File: src/rmea_pkg.sv
// Package for the rotation-matrix-to-Euler-angles block: widths, CORDIC constants
// and the pipeline record types shared by the cells and the top level.
// No dependencies.
`default_nettype none
package rmea_pkg;
  localparam int EntryWidth = 16;
  localparam int FracBits = EntryWidth - 2;
  localparam int CordicSteps = 20;
  localparam int SqrtSteps = EntryWidth - 1;
  localparam int AccW = 64;
  localparam int ZW = 24;
  localparam int RadW = 2 * EntryWidth;
  localparam int SqW = EntryWidth;
  localparam int CfgW = 15;
  localparam int RollW = 16;
  localparam int PitchW = 15;
  localparam int YawW = 16;
  localparam int RollMax = 25736;
  localparam int PitchMax = 12868;
  localparam int ThreshReset = 16;
  localparam logic signed [ZW-1:0] AngPi = ZW'(3294199);
  localparam int Lanes = 3;
  localparam int LanePitch = 0;
  localparam int LaneRoll = 1;
  localparam int LaneYaw = 2;

  function automatic logic signed [ZW-1:0] atan_entry(input int i);
    logic signed [ZW-1:0] r;
    begin
      unique case (i)
        0: r = ZW'(823550);
        1: r = ZW'(486170);
        2: r = ZW'(256879);
        3: r = ZW'(130396);
        4: r = ZW'(65451);
        5: r = ZW'(32757);
        6: r = ZW'(16383);
        7: r = ZW'(8192);
        8: r = ZW'(4096);
        9: r = ZW'(2048);
        10: r = ZW'(1024);
        11: r = ZW'(512);
        12: r = ZW'(256);
        13: r = ZW'(128);
        14: r = ZW'(64);
        15: r = ZW'(32);
        16: r = ZW'(16);
        17: r = ZW'(8);
        18: r = ZW'(4);
        19: r = ZW'(2);
        default: r = '0;
      endcase
      return r;
    end
  endfunction

  typedef struct packed {
    logic signed [AccW-1:0] x;
    logic signed [AccW-1:0] y;
    logic signed [ZW-1:0]   z;
    logic                   zero;
  } cordic_t;

  typedef struct packed {
    logic                   vld;
    logic                   lock;
    cordic_t [Lanes-1:0]    lane;
  } angle_stage_t;

  typedef struct packed {
    logic                            vld;
    logic [RadW-1:0]                 rem;
    logic [SqW-1:0]                  root;
    logic signed [EntryWidth-1:0]    neg_s;
    logic signed [EntryWidth-1:0]    ax;
    logic signed [EntryWidth-1:0]    ay;
    logic signed [EntryWidth-1:0]    bx;
    logic signed [EntryWidth-1:0]    by;
    logic signed [EntryWidth-1:0]    gx;
    logic signed [EntryWidth:0]      gy;
  } sqrt_stage_t;
endpackage
`default_nettype wire

File: src/rmea_sqrt_cell.sv
// One bit of the restoring integer square root of 1 - s^2, passing the
// matrix entries along. Uses rmea_pkg.
`default_nettype none
module rmea_sqrt_cell (
  input  wire                    clk,
  input  wire                    rst_n,
  input  wire [4:0]              bit_idx,
  input  rmea_pkg::sqrt_stage_t  in_st,
  output rmea_pkg::sqrt_stage_t  out_st
);
  import rmea_pkg::*;

  sqrt_stage_t st_nxt, st_r;
  logic [RadW-1:0] trial;
  logic [RadW-1:0] bitv;

  // Root is built MSB first; trial = (root<<(k+1)) + (1<<2k) compared to remainder.
  always_comb begin
    st_nxt = in_st;
    bitv = RadW'(1) << {bit_idx, 1'b0};
    trial = ((RadW'(in_st.root)) << (bit_idx + 5'd1)) + bitv;
    if (in_st.rem >= trial) begin
      st_nxt.rem = in_st.rem - trial;
      st_nxt.root = in_st.root | (SqW'(1) << bit_idx);
    end
  end

  always_ff @(posedge clk) begin
    if (!rst_n) begin
      st_r.vld <= 1'b0;
    end else begin
      st_r.vld <= in_st.vld;
    end
    st_r.rem <= st_nxt.rem;
    st_r.root <= st_nxt.root;
    st_r.neg_s <= st_nxt.neg_s;
    st_r.ax <= st_nxt.ax;
    st_r.ay <= st_nxt.ay;
    st_r.bx <= st_nxt.bx;
    st_r.by <= st_nxt.by;
    st_r.gx <= st_nxt.gx;
    st_r.gy <= st_nxt.gy;
  end

  assign out_st = st_r;
endmodule
`default_nettype wire

File: config.mk
export PLATFORM = sky130hd
export DESIGN_NAME = rmea_sqrt_cell
export DESIGN_NICKNAME = d
export VERILOG_FILES = /design/src/rmea_pkg.sv /design/src/rmea_sqrt_cell.sv
export SDC_FILE = /design/constraint.sdc
export NUM_CORES = 1
export LEC_CHECK = 0
export BUFFER_PORTS_ARGS = -buffer_cell sky130_fd_sc_hd__buf_2
export CORE_MARGIN = 2
export CORE_UTILIZATION = 50
export CTS_BUF_LIST = sky130_fd_sc_hd__clkbuf_8
export DETAILED_ROUTE_END_ITERATION = 8
export PLACE_DENSITY = 0.82
export SYNTH_ARGS = -nofsm -noshare
export SYNTH_HDL_FRONTEND = slang
export SYNTH_SLANG_ARGS = --single-unit
File: constraint.sdc
create_clock -name clk -period 7.15 [get_ports clk]
set_input_delay 0.3575 -clock clk [delete_from_list [all_inputs] [get_ports clk]]
set_output_delay 0.3575 -clock clk [all_outputs]
set_load 0.01 [all_outputs]
### Word level (Yosys, flattened, before mapping)

Index checks and enable logic that the tools add are counted.

| word-level totals | value |
|---|---|
| register bits | 162 |
| output and inout port bits | 162 |

| operators by class | value |
|---|---|
| $add $sub $neg | 3 |
| magnitude comparators | 1 |
| shift operators | 3 |
| muxes and demuxes | 1 |
| bitwise operators | 1 |

Operators with widths:

| cell | count |
|---|---|
| 48-bit two-way mux | 1 |
| 32-bit adder | 1 |
| 32-bit greater-or-equal comparator | 1 |
| 1-bit by 6-bit << shifter with 32-bit output (first input constant) | 1 |
| 16-bit by 5-bit << shifter with 32-bit output | 1 |
| 32-bit subtractor | 1 |
| 16-bit OR | 1 |
| 1-bit by 5-bit << shifter with 16-bit output (first input constant) | 1 |
| 5-bit by 1-bit adder with 5-bit output (second input constant) | 1 |

### Longest topological paths before layout

Gate-level depths: netlist (run 1).

| depth | value |
|---|---|
| depth in word-level cells | 5 |
| gate-level depth with buffers | 35 |

### Worst setup path after synthesis (run 1)

No wires, ideal clock.

| path | value |
|---|---|
| path kind | input to register |
| start point | in bit_idx[0] |
| end point | reg st_r (netlist bit out_st[159]) |
| library setup time | 0.116 ns |
| arrival time | 6.473 ns |
| setup slack | 0.561 ns |
| stages | 31 |
| cells stage by stage | buf_4 > buf_4 > clkinv_1 > ha_1 > buf_6 > buf_6 > buf_8 > buf_2 > mux4_2 > mux2i_1 > nor2_1 > nor2_1 > nor2_1 > ha_1 > inv_1 > nor3_2 > o211ai_1 > a32o_2 > nor2b_1 > or3_1 > ha_1 > a21o_1 > a21o_1 > a21o_1 > o2bb2ai_1 > o31a_1 > o31ai_2 > a21oi_1 > clkbuf_1 > buf_1 > a31o_2 |

RTL lines:

| element | line | source |
|---|---|---|
| start, declared | rmea_sqrt_cell.sv:7 | `input wire [4:0] bit_idx,` |
| end, declared | rmea_sqrt_cell.sv:13 | `sqrt_stage_t st_nxt, st_r;` |

==> reports/results.tsv, run 1 <==
metric	value	unit
die_w	132	um
die_h	132	um
h-tree-depth	4	
grt_pass1_vias	7737	
num-fill-cells	1171	
path_clk_slew	0.10	ns
muxShareOfSynthArea	12.2	%
tightest_slew	0.705	ns
yosysTopAreaCell	dfxtp_1	
crit_path_end_kind	flip-flop	
leakage	5.39	nW
synthSimpleGateAreaFrac	13.0	%
track_usage	35.6	%
rows	46	
synth_fa_ha_area_share	8.86	%
place_area	10000	um^2
yosys-top-cells-count	dfxtp_1, nor2_1, ha_1	
synth-main-ff-cell	dfxtp_1	
drt-total-wl	31.8	mm
syn_nets	1024	
largest_reg_flops	162	
synth_top_family_by_area	compound AO/OA/AOI/OAI gates	
antenna_found_initial	2	
seq_area	3240	um^2
synth_area_per_cell	10.2	um^2
cts-root-buf	clkbuf_8	
rsz0062_at_grt	no	
slew_headroom	51.8	%
grt_pass1_wl	46.7	mm
ys_top_cells_by_area	dfxtp_1, ha_1, mux2_2	
synth.distinct_cells	82	
cts_tree	built	
cts_setup_buffers	0	
clock_path_buffers	2	
yosysMostFrequentCell	dfxtp_1	
synth_cells	798	
dp_cells	1329	
dr.pass1.iters	7	
critPathRequiredTime	7.51	ns
setup_tns	0	ns
io_pins	331	
worst-path-max-fanout	13	
final_area	11500	um^2
grt_max_degree	34	
mappedNetlistArea	8130	um^2
grt_overflow	0	
maxCapViolCount	0	
setup_viol	0	
cp-start-kind	primary input	
yosysWarnings	0	
finalNonFillerCells	1466	
min_period	6.45	ns
multi_input_area	4670	um^2
synth_xor_area_share	6.82	%
gp_congestion	0.955	
cts.sinks	162	
fin_ws	0.699	ns
dp_hpwl	22.5	mm
slowest_delay	0.65	ns
hold_viol	0	
peakVddDrop	0.147	mV
cp_common_cell	ha_1	
slew_viol_final	0	
crit_family	compound AO/OA/AOI/OAI gates	
avgViaCountPerCell	5.51	
synth_top_area_share	39.9	%
syn_to_final_growth	40.9	%
synthArstFlopShare	0	%
first_iter_violations	620	
yosysSeqAreaShare	39.9	%
status	finished, final reports clean	
drc	0	
powerDensity	234	nW/um^2
hold_class	primary input to flip-flop	
layout-drive-gt1-share	35.9	%
cp.buffers_inverters	2	
initial_core_util	51.2	%
arrival	6.81	ns
antenna_left	0	
crit_slowest_cell	ha_1	
num_vias	8075	
num-nets-final	1462	
cts_buffers	17	
period_share	90.2	%
port-buffer-count	330	
die-area	17300	um^2
max_freq	0.155	GHz
critical_path_class	primary input to flip-flop	
synth_compound_area_share	16.3	%
synth_edf_count	0	
ys_ff_latch	162	
pre_cts_slack	0.330	ns
core	15900	um^2
wl_per_cell	21.7	um
==> cell usage in the layout, fill, tap and decap left out, types with 6 or more instances in the layout <==
master,Yosys,layout
o22ai_1,12,12
mux4_2,10,10
a31oi_1,11,11
nor2_1,73,73
and2_1,18,18
nand2_1,49,49
clkbuf_8,0,17
a21o_1,37,37
o21ai_0,15,15
xnor2_1,35,35
dfxtp_1,162,162
mux2_2,38,38
inv_1,18,18
inv_8,0,6
nor2b_1,12,12
mux2i_1,30,30
o21bai_1,16,16
nand2b_1,10,10
and3_1,10,10
dlygate4sd3_1,0,104
nor3_1,6,6
buf_2,8,330
buf_4,3,10
xor2_1,22,22
ha_1,56,56
a21oi_1,34,33
nand4_1,6,6
==> kinds of logic (layout without fill, tap and decap cells) <==
logic type	after synthesis	in the layout
simple gates	212	212
compound gates	182	182
flops	162	162
mux	80	80
xor+xnor	59	59
fa+ha+maj	57	57
buf+inv	46	497
other cells	0	1
==> area by class of cell <==
cell class / instances / share of cell area, %
Timing Repair Buffer: 445 / 24.3
Inverter: 20 / 0.655
Sequential cell: 162 / 28.3
Tap cell: 216 / 2.36
Clock inverter: 15 / 1.58
Clock buffer: 17 / 2.04
Multi-Input combinational cell: 590 / 40.7
Antenna cell: 1 / 0.0218
==> timing repair <==
item,in CTS,in global routing
hold endpoints to repair,104,0
hold buffers,104,0
gates resized for setup,0,0
==> final timing paths <==
check / from / end / depth (start not counted)
hold / removal: in_st[94] / out_st[94]$_DFF_P_ / 1
setup / recovery: bit_idx[1] / out_st[159]$_DFF_P_ / 27
==> per-stage QoR <==
step	total power, mW	util [%]	hold WS [ns]
finish	2.68	72.1	0.0329
global route	2.79	72.1	0.00609
CTS	2.66	72.1	0.00786
detailed placement	1.92	63.0	0.461
global placement	1.91	63.0	0.460
floorplan	1.61	-	0.385
==> metal layers <==
layer / GRT usage (%) / up-vias / routed length (um)
met3: 9.30 / 77 / 2850
li1: - / 3761 / -
met2: 58.6 / 443 / 14800
met4: 14.3 / 0 / 1290
met1: 44.4 / 3794 / 12800
met5: 0 / - / 0
==> where the power goes <==
group	leakage (nW)	switching (mW)	internal, mW
Clock	0.202	0.426	0.271
Sequential	1.37	0.0469	1.01
Combinational	3.82	0.500	0.427
(Power assumes the default switching activity.)
==> inputs of run 2 (changes only) <==
RECOVER_POWER = 25   (was unset)
==> reports/results.tsv, run 2 (synthesis gave the netlist of run 1 again) <==
metric	value	unit	change
status	finished, final reports clean		
hold_class	primary input to flip-flop		
cts_tree	built		
layout-drive-gt1-share	34.7	%	-1.2 points
grt_util_met2	58.6	%	unchanged
drt-total-wl	31.7	mm	about the same
finalNonFillerCells	1468		+0.14%
leakage	5.35	nW	-0.78%
peakVddDrop	0.147	mV	-0.47%
hold_end	out_st[94]$_DFF_P_		
dp_cells	1329		unchanged
maxCapViolCount	0		unchanged
rows	46		unchanged
total_power	2.68	mW	about the same
rsz0062_at_grt	no		
wl_per_cell	21.6	um	-0.23%
grt_overflow	0		unchanged
max_freq	0.155	GHz	+0.16%
gp_congestion	0.955		unchanged
final_area	11400	um^2	-0.12%
hold_viol	0		unchanged
cp-start-kind	primary input		
cts_buffers	17		unchanged
setup_tns	0	ns	unchanged
min_period	6.44	ns	-0.0105 ns
worst-path-max-fanout	13		unchanged
first_iter_violations	635		+2.4%
powerDensity	234	nW/um^2	+0.16%
arrival	6.80	ns	about the same
grt_max_degree	34		unchanged
grt_util_met1	44.4	%	unchanged
port-buffer-count	330		unchanged
place_area	10000	um^2	unchanged
dr.pass1.iters	5		-2
gr-max-usage-layer	met2		
path_clk_slew	0.10	ns	about the same
syn_to_final_growth	40.7	%	
crit_path_end_kind	flip-flop		
dp_hpwl	22.5	mm	unchanged
die_w	132	um	unchanged
slew_headroom	51.5	%	-0.23 points
fin_ws	0.710	ns	+0.0105 ns
track_usage	35.6	%	unchanged
cts-root-buf	clkbuf_8		
antenna_found_initial	2		unchanged
cts_resized	0		unchanged
clock_path_buffers	2		unchanged
tightest_slew	0.708	ns	+0.00332 ns
slew_viol_final	0		unchanged
num_vias	8098		+0.28%
pre_cts_slack	0.330	ns	unchanged
initial_core_util	51.2	%	unchanged
period_share	90.1	%	-0.15 points
final_cell_mix	buf_2, dfxtp_1, dlygate4sd3_1, nor2_1, ha_1		
die-area	17300	um^2	unchanged
antenna_left	0		unchanged
crit_family	compound AO/OA/AOI/OAI gates		
io_pins	331		unchanged
crit_slowest_cell	ha_1		
drc	0		unchanged
num-nets-final	1462		unchanged
core	15900	um^2	unchanged
cp_common_cell	ha_1		
hold_path_startpoint	in_st[94]		
slowest_delay	0.63	ns	-0.02 ns
largest_reg_flops	162		unchanged
cp.buffers_inverters	2		unchanged
final_common_cell	buf_2		
setup_viol	0		unchanged
grt_pass1_vias	7737		unchanged
cts.sinks	162		unchanged
min_delay_path_depth	1		unchanged
critical_path_class	primary input to flip-flop		
critPathRequiredTime	7.51	ns	about the same
h-tree-depth	4		unchanged
die_h	132	um	unchanged
avgViaCountPerCell	5.52		+0.15%
grt_pass1_wl	46.7	mm	unchanged
met3_usage	9.30	%	unchanged
-- run 2: cell types whose count changed in the layout (fill, tap and decap cells not counted), sizes merged --
| cell | delta |
|---|---|
| buf | -15 |
| clkbuf | +15 |
| diode | +2 |
-- run 2: cell type report --
cell class                      count  area [um^2]
Multi-Input combinational cell    590         4670
Fill cell                        1182         4440
Sequential cell                   162         3240
Clock inverter                     15          181
Clock buffer                       17          234
Inverter                           20         75.1
Antenna cell                        3         7.51
Timing Repair Buffer              445         2770
Tap cell                          216          270
-- run 2: worst max-delay path by stage --
stage	from	cells past startpoint	end	slack, ns
3_3_place_gp	bit_idx[1]	27	out_st[159]$_DFF_P_	0.46
5_1_grt	bit_idx[1]	26	out_st[159]$_DFF_P_	0.45
3_5_place_dp	bit_idx[1]	27	out_st[159]$_DFF_P_	0.33
6_report	bit_idx[1]	27	out_st[159]$_DFF_P_	0.71
4_1_cts	bit_idx[1]	27	out_st[159]$_DFF_P_	0.80
2_1_floorplan	bit_idx[0]	31	out_st[159]$_DFF_P_	0.56
-- run 2: where the power goes --
group | switching (mW) | total, mW | internal [mW]
Sequential | 0.0470 | 1.06 | 1.01
Combinational | 0.500 | 0.926 | 0.426
Clock | 0.428 | 0.699 | 0.271
Total | 0.975 | 2.68 | 1.71
-- run 2: repair_timing --
item                      in CTS  in global routing
hold buffers                 104                  0
buffers inserted               0                  0
hold endpoints to repair     104                  0
-- run 2: stage by stage --
step	util, %	hold slack (ns)
after global placement	63.0	0.460
after floorplan	-	0.385
final	72.1	0.0634
after global routing	72.0	0.0316
after CTS	72.1	0.00786
after detailed placement	63.0	0.461
-- run 2: per-layer routing --
metal  part of all wire (%)  wire (um)
met1                     40      12700
met2                     47      14800
met3                    8.9       2840
met4                    4.3       1350
met5                      0          0
==> inputs of run 3 (changes only) <==
CELL_PAD_IN_SITES_DETAIL_PLACEMENT = 1   (was unset)
CELL_PAD_IN_SITES_GLOBAL_PLACEMENT = 1   (was unset)
CORE_UTILIZATION = 37   (was 50)
PLACE_DENSITY = unset   (was 0.82)
PLACE_DENSITY_LB_ADDON = 0.1   (was unset)
==> reports/results.tsv, run 3 (synthesis gave the netlist of run 1 again) <==
metric	value	unit	change
status	finished, final reports clean		
setup_tns	0	ns	unchanged
arrival	6.64	ns	-0.16 ns
final_cell_mix	buf_2, dfxtp_1, dlygate4sd3_1, nor2_1, ha_1		
total_power	2.68	mW	about the same
antenna_left	0		unchanged
slew_viol_final	0		unchanged
first_iter_violations	387		-39%
cts_resized	0		unchanged
min_delay_path_depth	1		unchanged
hold_end	out_st[19]$_DFF_P_		
gr-max-usage-layer	met2		
grt_max_degree	37		+8.8%
avgViaCountPerCell	5.13		-7.1%
num-fill-cells	2500		+110%
wl_per_cell	20.5	um	-5.3%
cts_tree	built		
critical_path_class	primary input to flip-flop		
port-buffer-count	330		unchanged
path_clk_slew	0.10	ns	about the same
syn_to_final_growth	42.8	%	
num-nets-final	1468		+0.41%
cts_buffers	17		unchanged
cts-root-buf	clkbuf_8		
h-tree-depth	4		unchanged
track_usage	26.6	%	-9.0 points
met3_usage	5.60	%	-3.7 points
peakVddDrop	0.136	mV	-7.5%
die-area	23200	um^2	+34%
grt_util_met2	47.4	%	-11 points
clock_path_buffers	2		unchanged
cp-start-kind	primary input		
rsz0062_at_grt	no		
grt_pass1_wl	48.4	mm	+3.5%
die_h	152	um	+16%
grt_util_met1	32.1	%	-12 points
period_share	87.9	%	-2.2 points
drc	0		unchanged
setup_viol	0		unchanged
slew_headroom	56.2	%	+4.7 points
cts.sinks	162		unchanged
io_pins	331		unchanged
critPathRequiredTime	7.50	ns	about the same
hold_class	primary input to flip-flop		
worst-path-max-fanout	31		+18
largest_reg_flops	162		unchanged
maxCapViolCount	0		unchanged
antenna_found_initial	3		+1
crit_path_end_kind	flip-flop		
hold_path_startpoint	in_st[19]		
min_period	6.29	ns	-0.154 ns
max_freq	0.159	GHz	+2.4%
die_w	152	um	+16%
tightest_slew	0.656	ns	-0.0521 ns
final_common_cell	buf_2		
dp_hpwl	22.1	mm	-1.8%
layout-drive-gt1-share	35.2	%	+0.55 points
initial_core_util	37.5	%	-14 points
dr.pass1.iters	5		unchanged
rows	54		+17%
leakage	5.41	nW	+1.2%
grt_pass1_vias	8246		+6.6%
hold_viol	0		unchanged
gp_congestion	0.881		-7.7%
num_vias	7886		-2.6%
core	21700	um^2	+37%
grt_overflow	0		unchanged
drt-total-wl	31.5	mm	-0.76%
powerDensity	231	nW/um^2	-1.4%
## run 3: final cells by class
cell class | instances | area (um^2) | area share (%)
diodes | 3 | 7.51 | 0.0646
well taps | 280 | 350 | 3.02
multi-input cells | 590 | 4670 | 40.2
repair buffers | 451 | 2860 | 24.6
clock inverters | 15 | 181 | 1.56
clock buffers | 17 | 234 | 2.01
inverters | 20 | 75.1 | 0.646
flip-flops and latches | 162 | 3240 | 27.9
## run 3: power by group
part / leakage (nW) / switching (mW) / internal [mW]
Combinational: 3.84 / 0.490 / 0.428
Sequential: 1.37 / 0.0276 / 1.01
Clock: 0.209 / 0.454 / 0.274
Total: 5.41 / 0.972 / 1.71
## run 3: timing repair
item	4_1_cts	5_1_grt
hold buffers	112	0
buffers inserted	0	0
setup endpoints to repair	0	0
endpoints found under the hold margin	112	0
## run 3: worst max path at each step
stage,startpoint,end,cells after the start
floorplan,bit_idx[0],out_st[159]$_DFF_P_,31
global placement,bit_idx[0],out_st[159]$_DFF_P_,25
detailed placement,bit_idx[0],out_st[159]$_DFF_P_,25
CTS,bit_idx[0],out_st[159]$_DFF_P_,25
global route,bit_idx[1],out_st[150]$_DFF_P_,27
finish,bit_idx[0],out_st[159]$_DFF_P_,25
## run 3: per-layer routing
layer	wire (um)	vias up	share of wire, %
li1	-	3767	-
met1	13100	3790	42
met2	15800	283	50
met3	1740	46	5.5
met4	857	0	2.7
met5	0	-	0
## run 3: stage by stage
stage	util, %	worst slack (ns)	hold slack [ns]	cell area, um^2	instances
2_1_floorplan	-	0.561	0.385	8130	798
3_3_place_gp	46.5	0.533	0.459	10100	1391
3_5_place_dp	46.5	0.468	0.461	10100	1391
4_1_cts	53.6	0.935	0.0184	11600	1535
5_1_grt	53.6	0.476	0.0478	11600	1538
6_report	53.6	0.863	0.0842	11600	1538
## run 3: critical path, cell delays in order
cell,delay (ns)
buf_2,0.12
buf_4,0.34
and3_1,0.49
o22a_1,0.45
nor2_1,0.10
ha_1,0.34
nand2_1,0.06
nor4b_1,0.40
o2111ai_1,0.21
nand3b_1,0.16
nand4_1,0.15
a32o_2,0.33
nor2b_1,0.13
or3_1,0.35
ha_1,0.35
a21o_1,0.18
a21o_1,0.18
a21o_1,0.19
o2bb2ai_1,0.14
o31a_1,0.32
o31ai_2,0.39
a21boi_0,0.17
o21a_1,0.20
or3_1,0.30
a31o_2,0.24
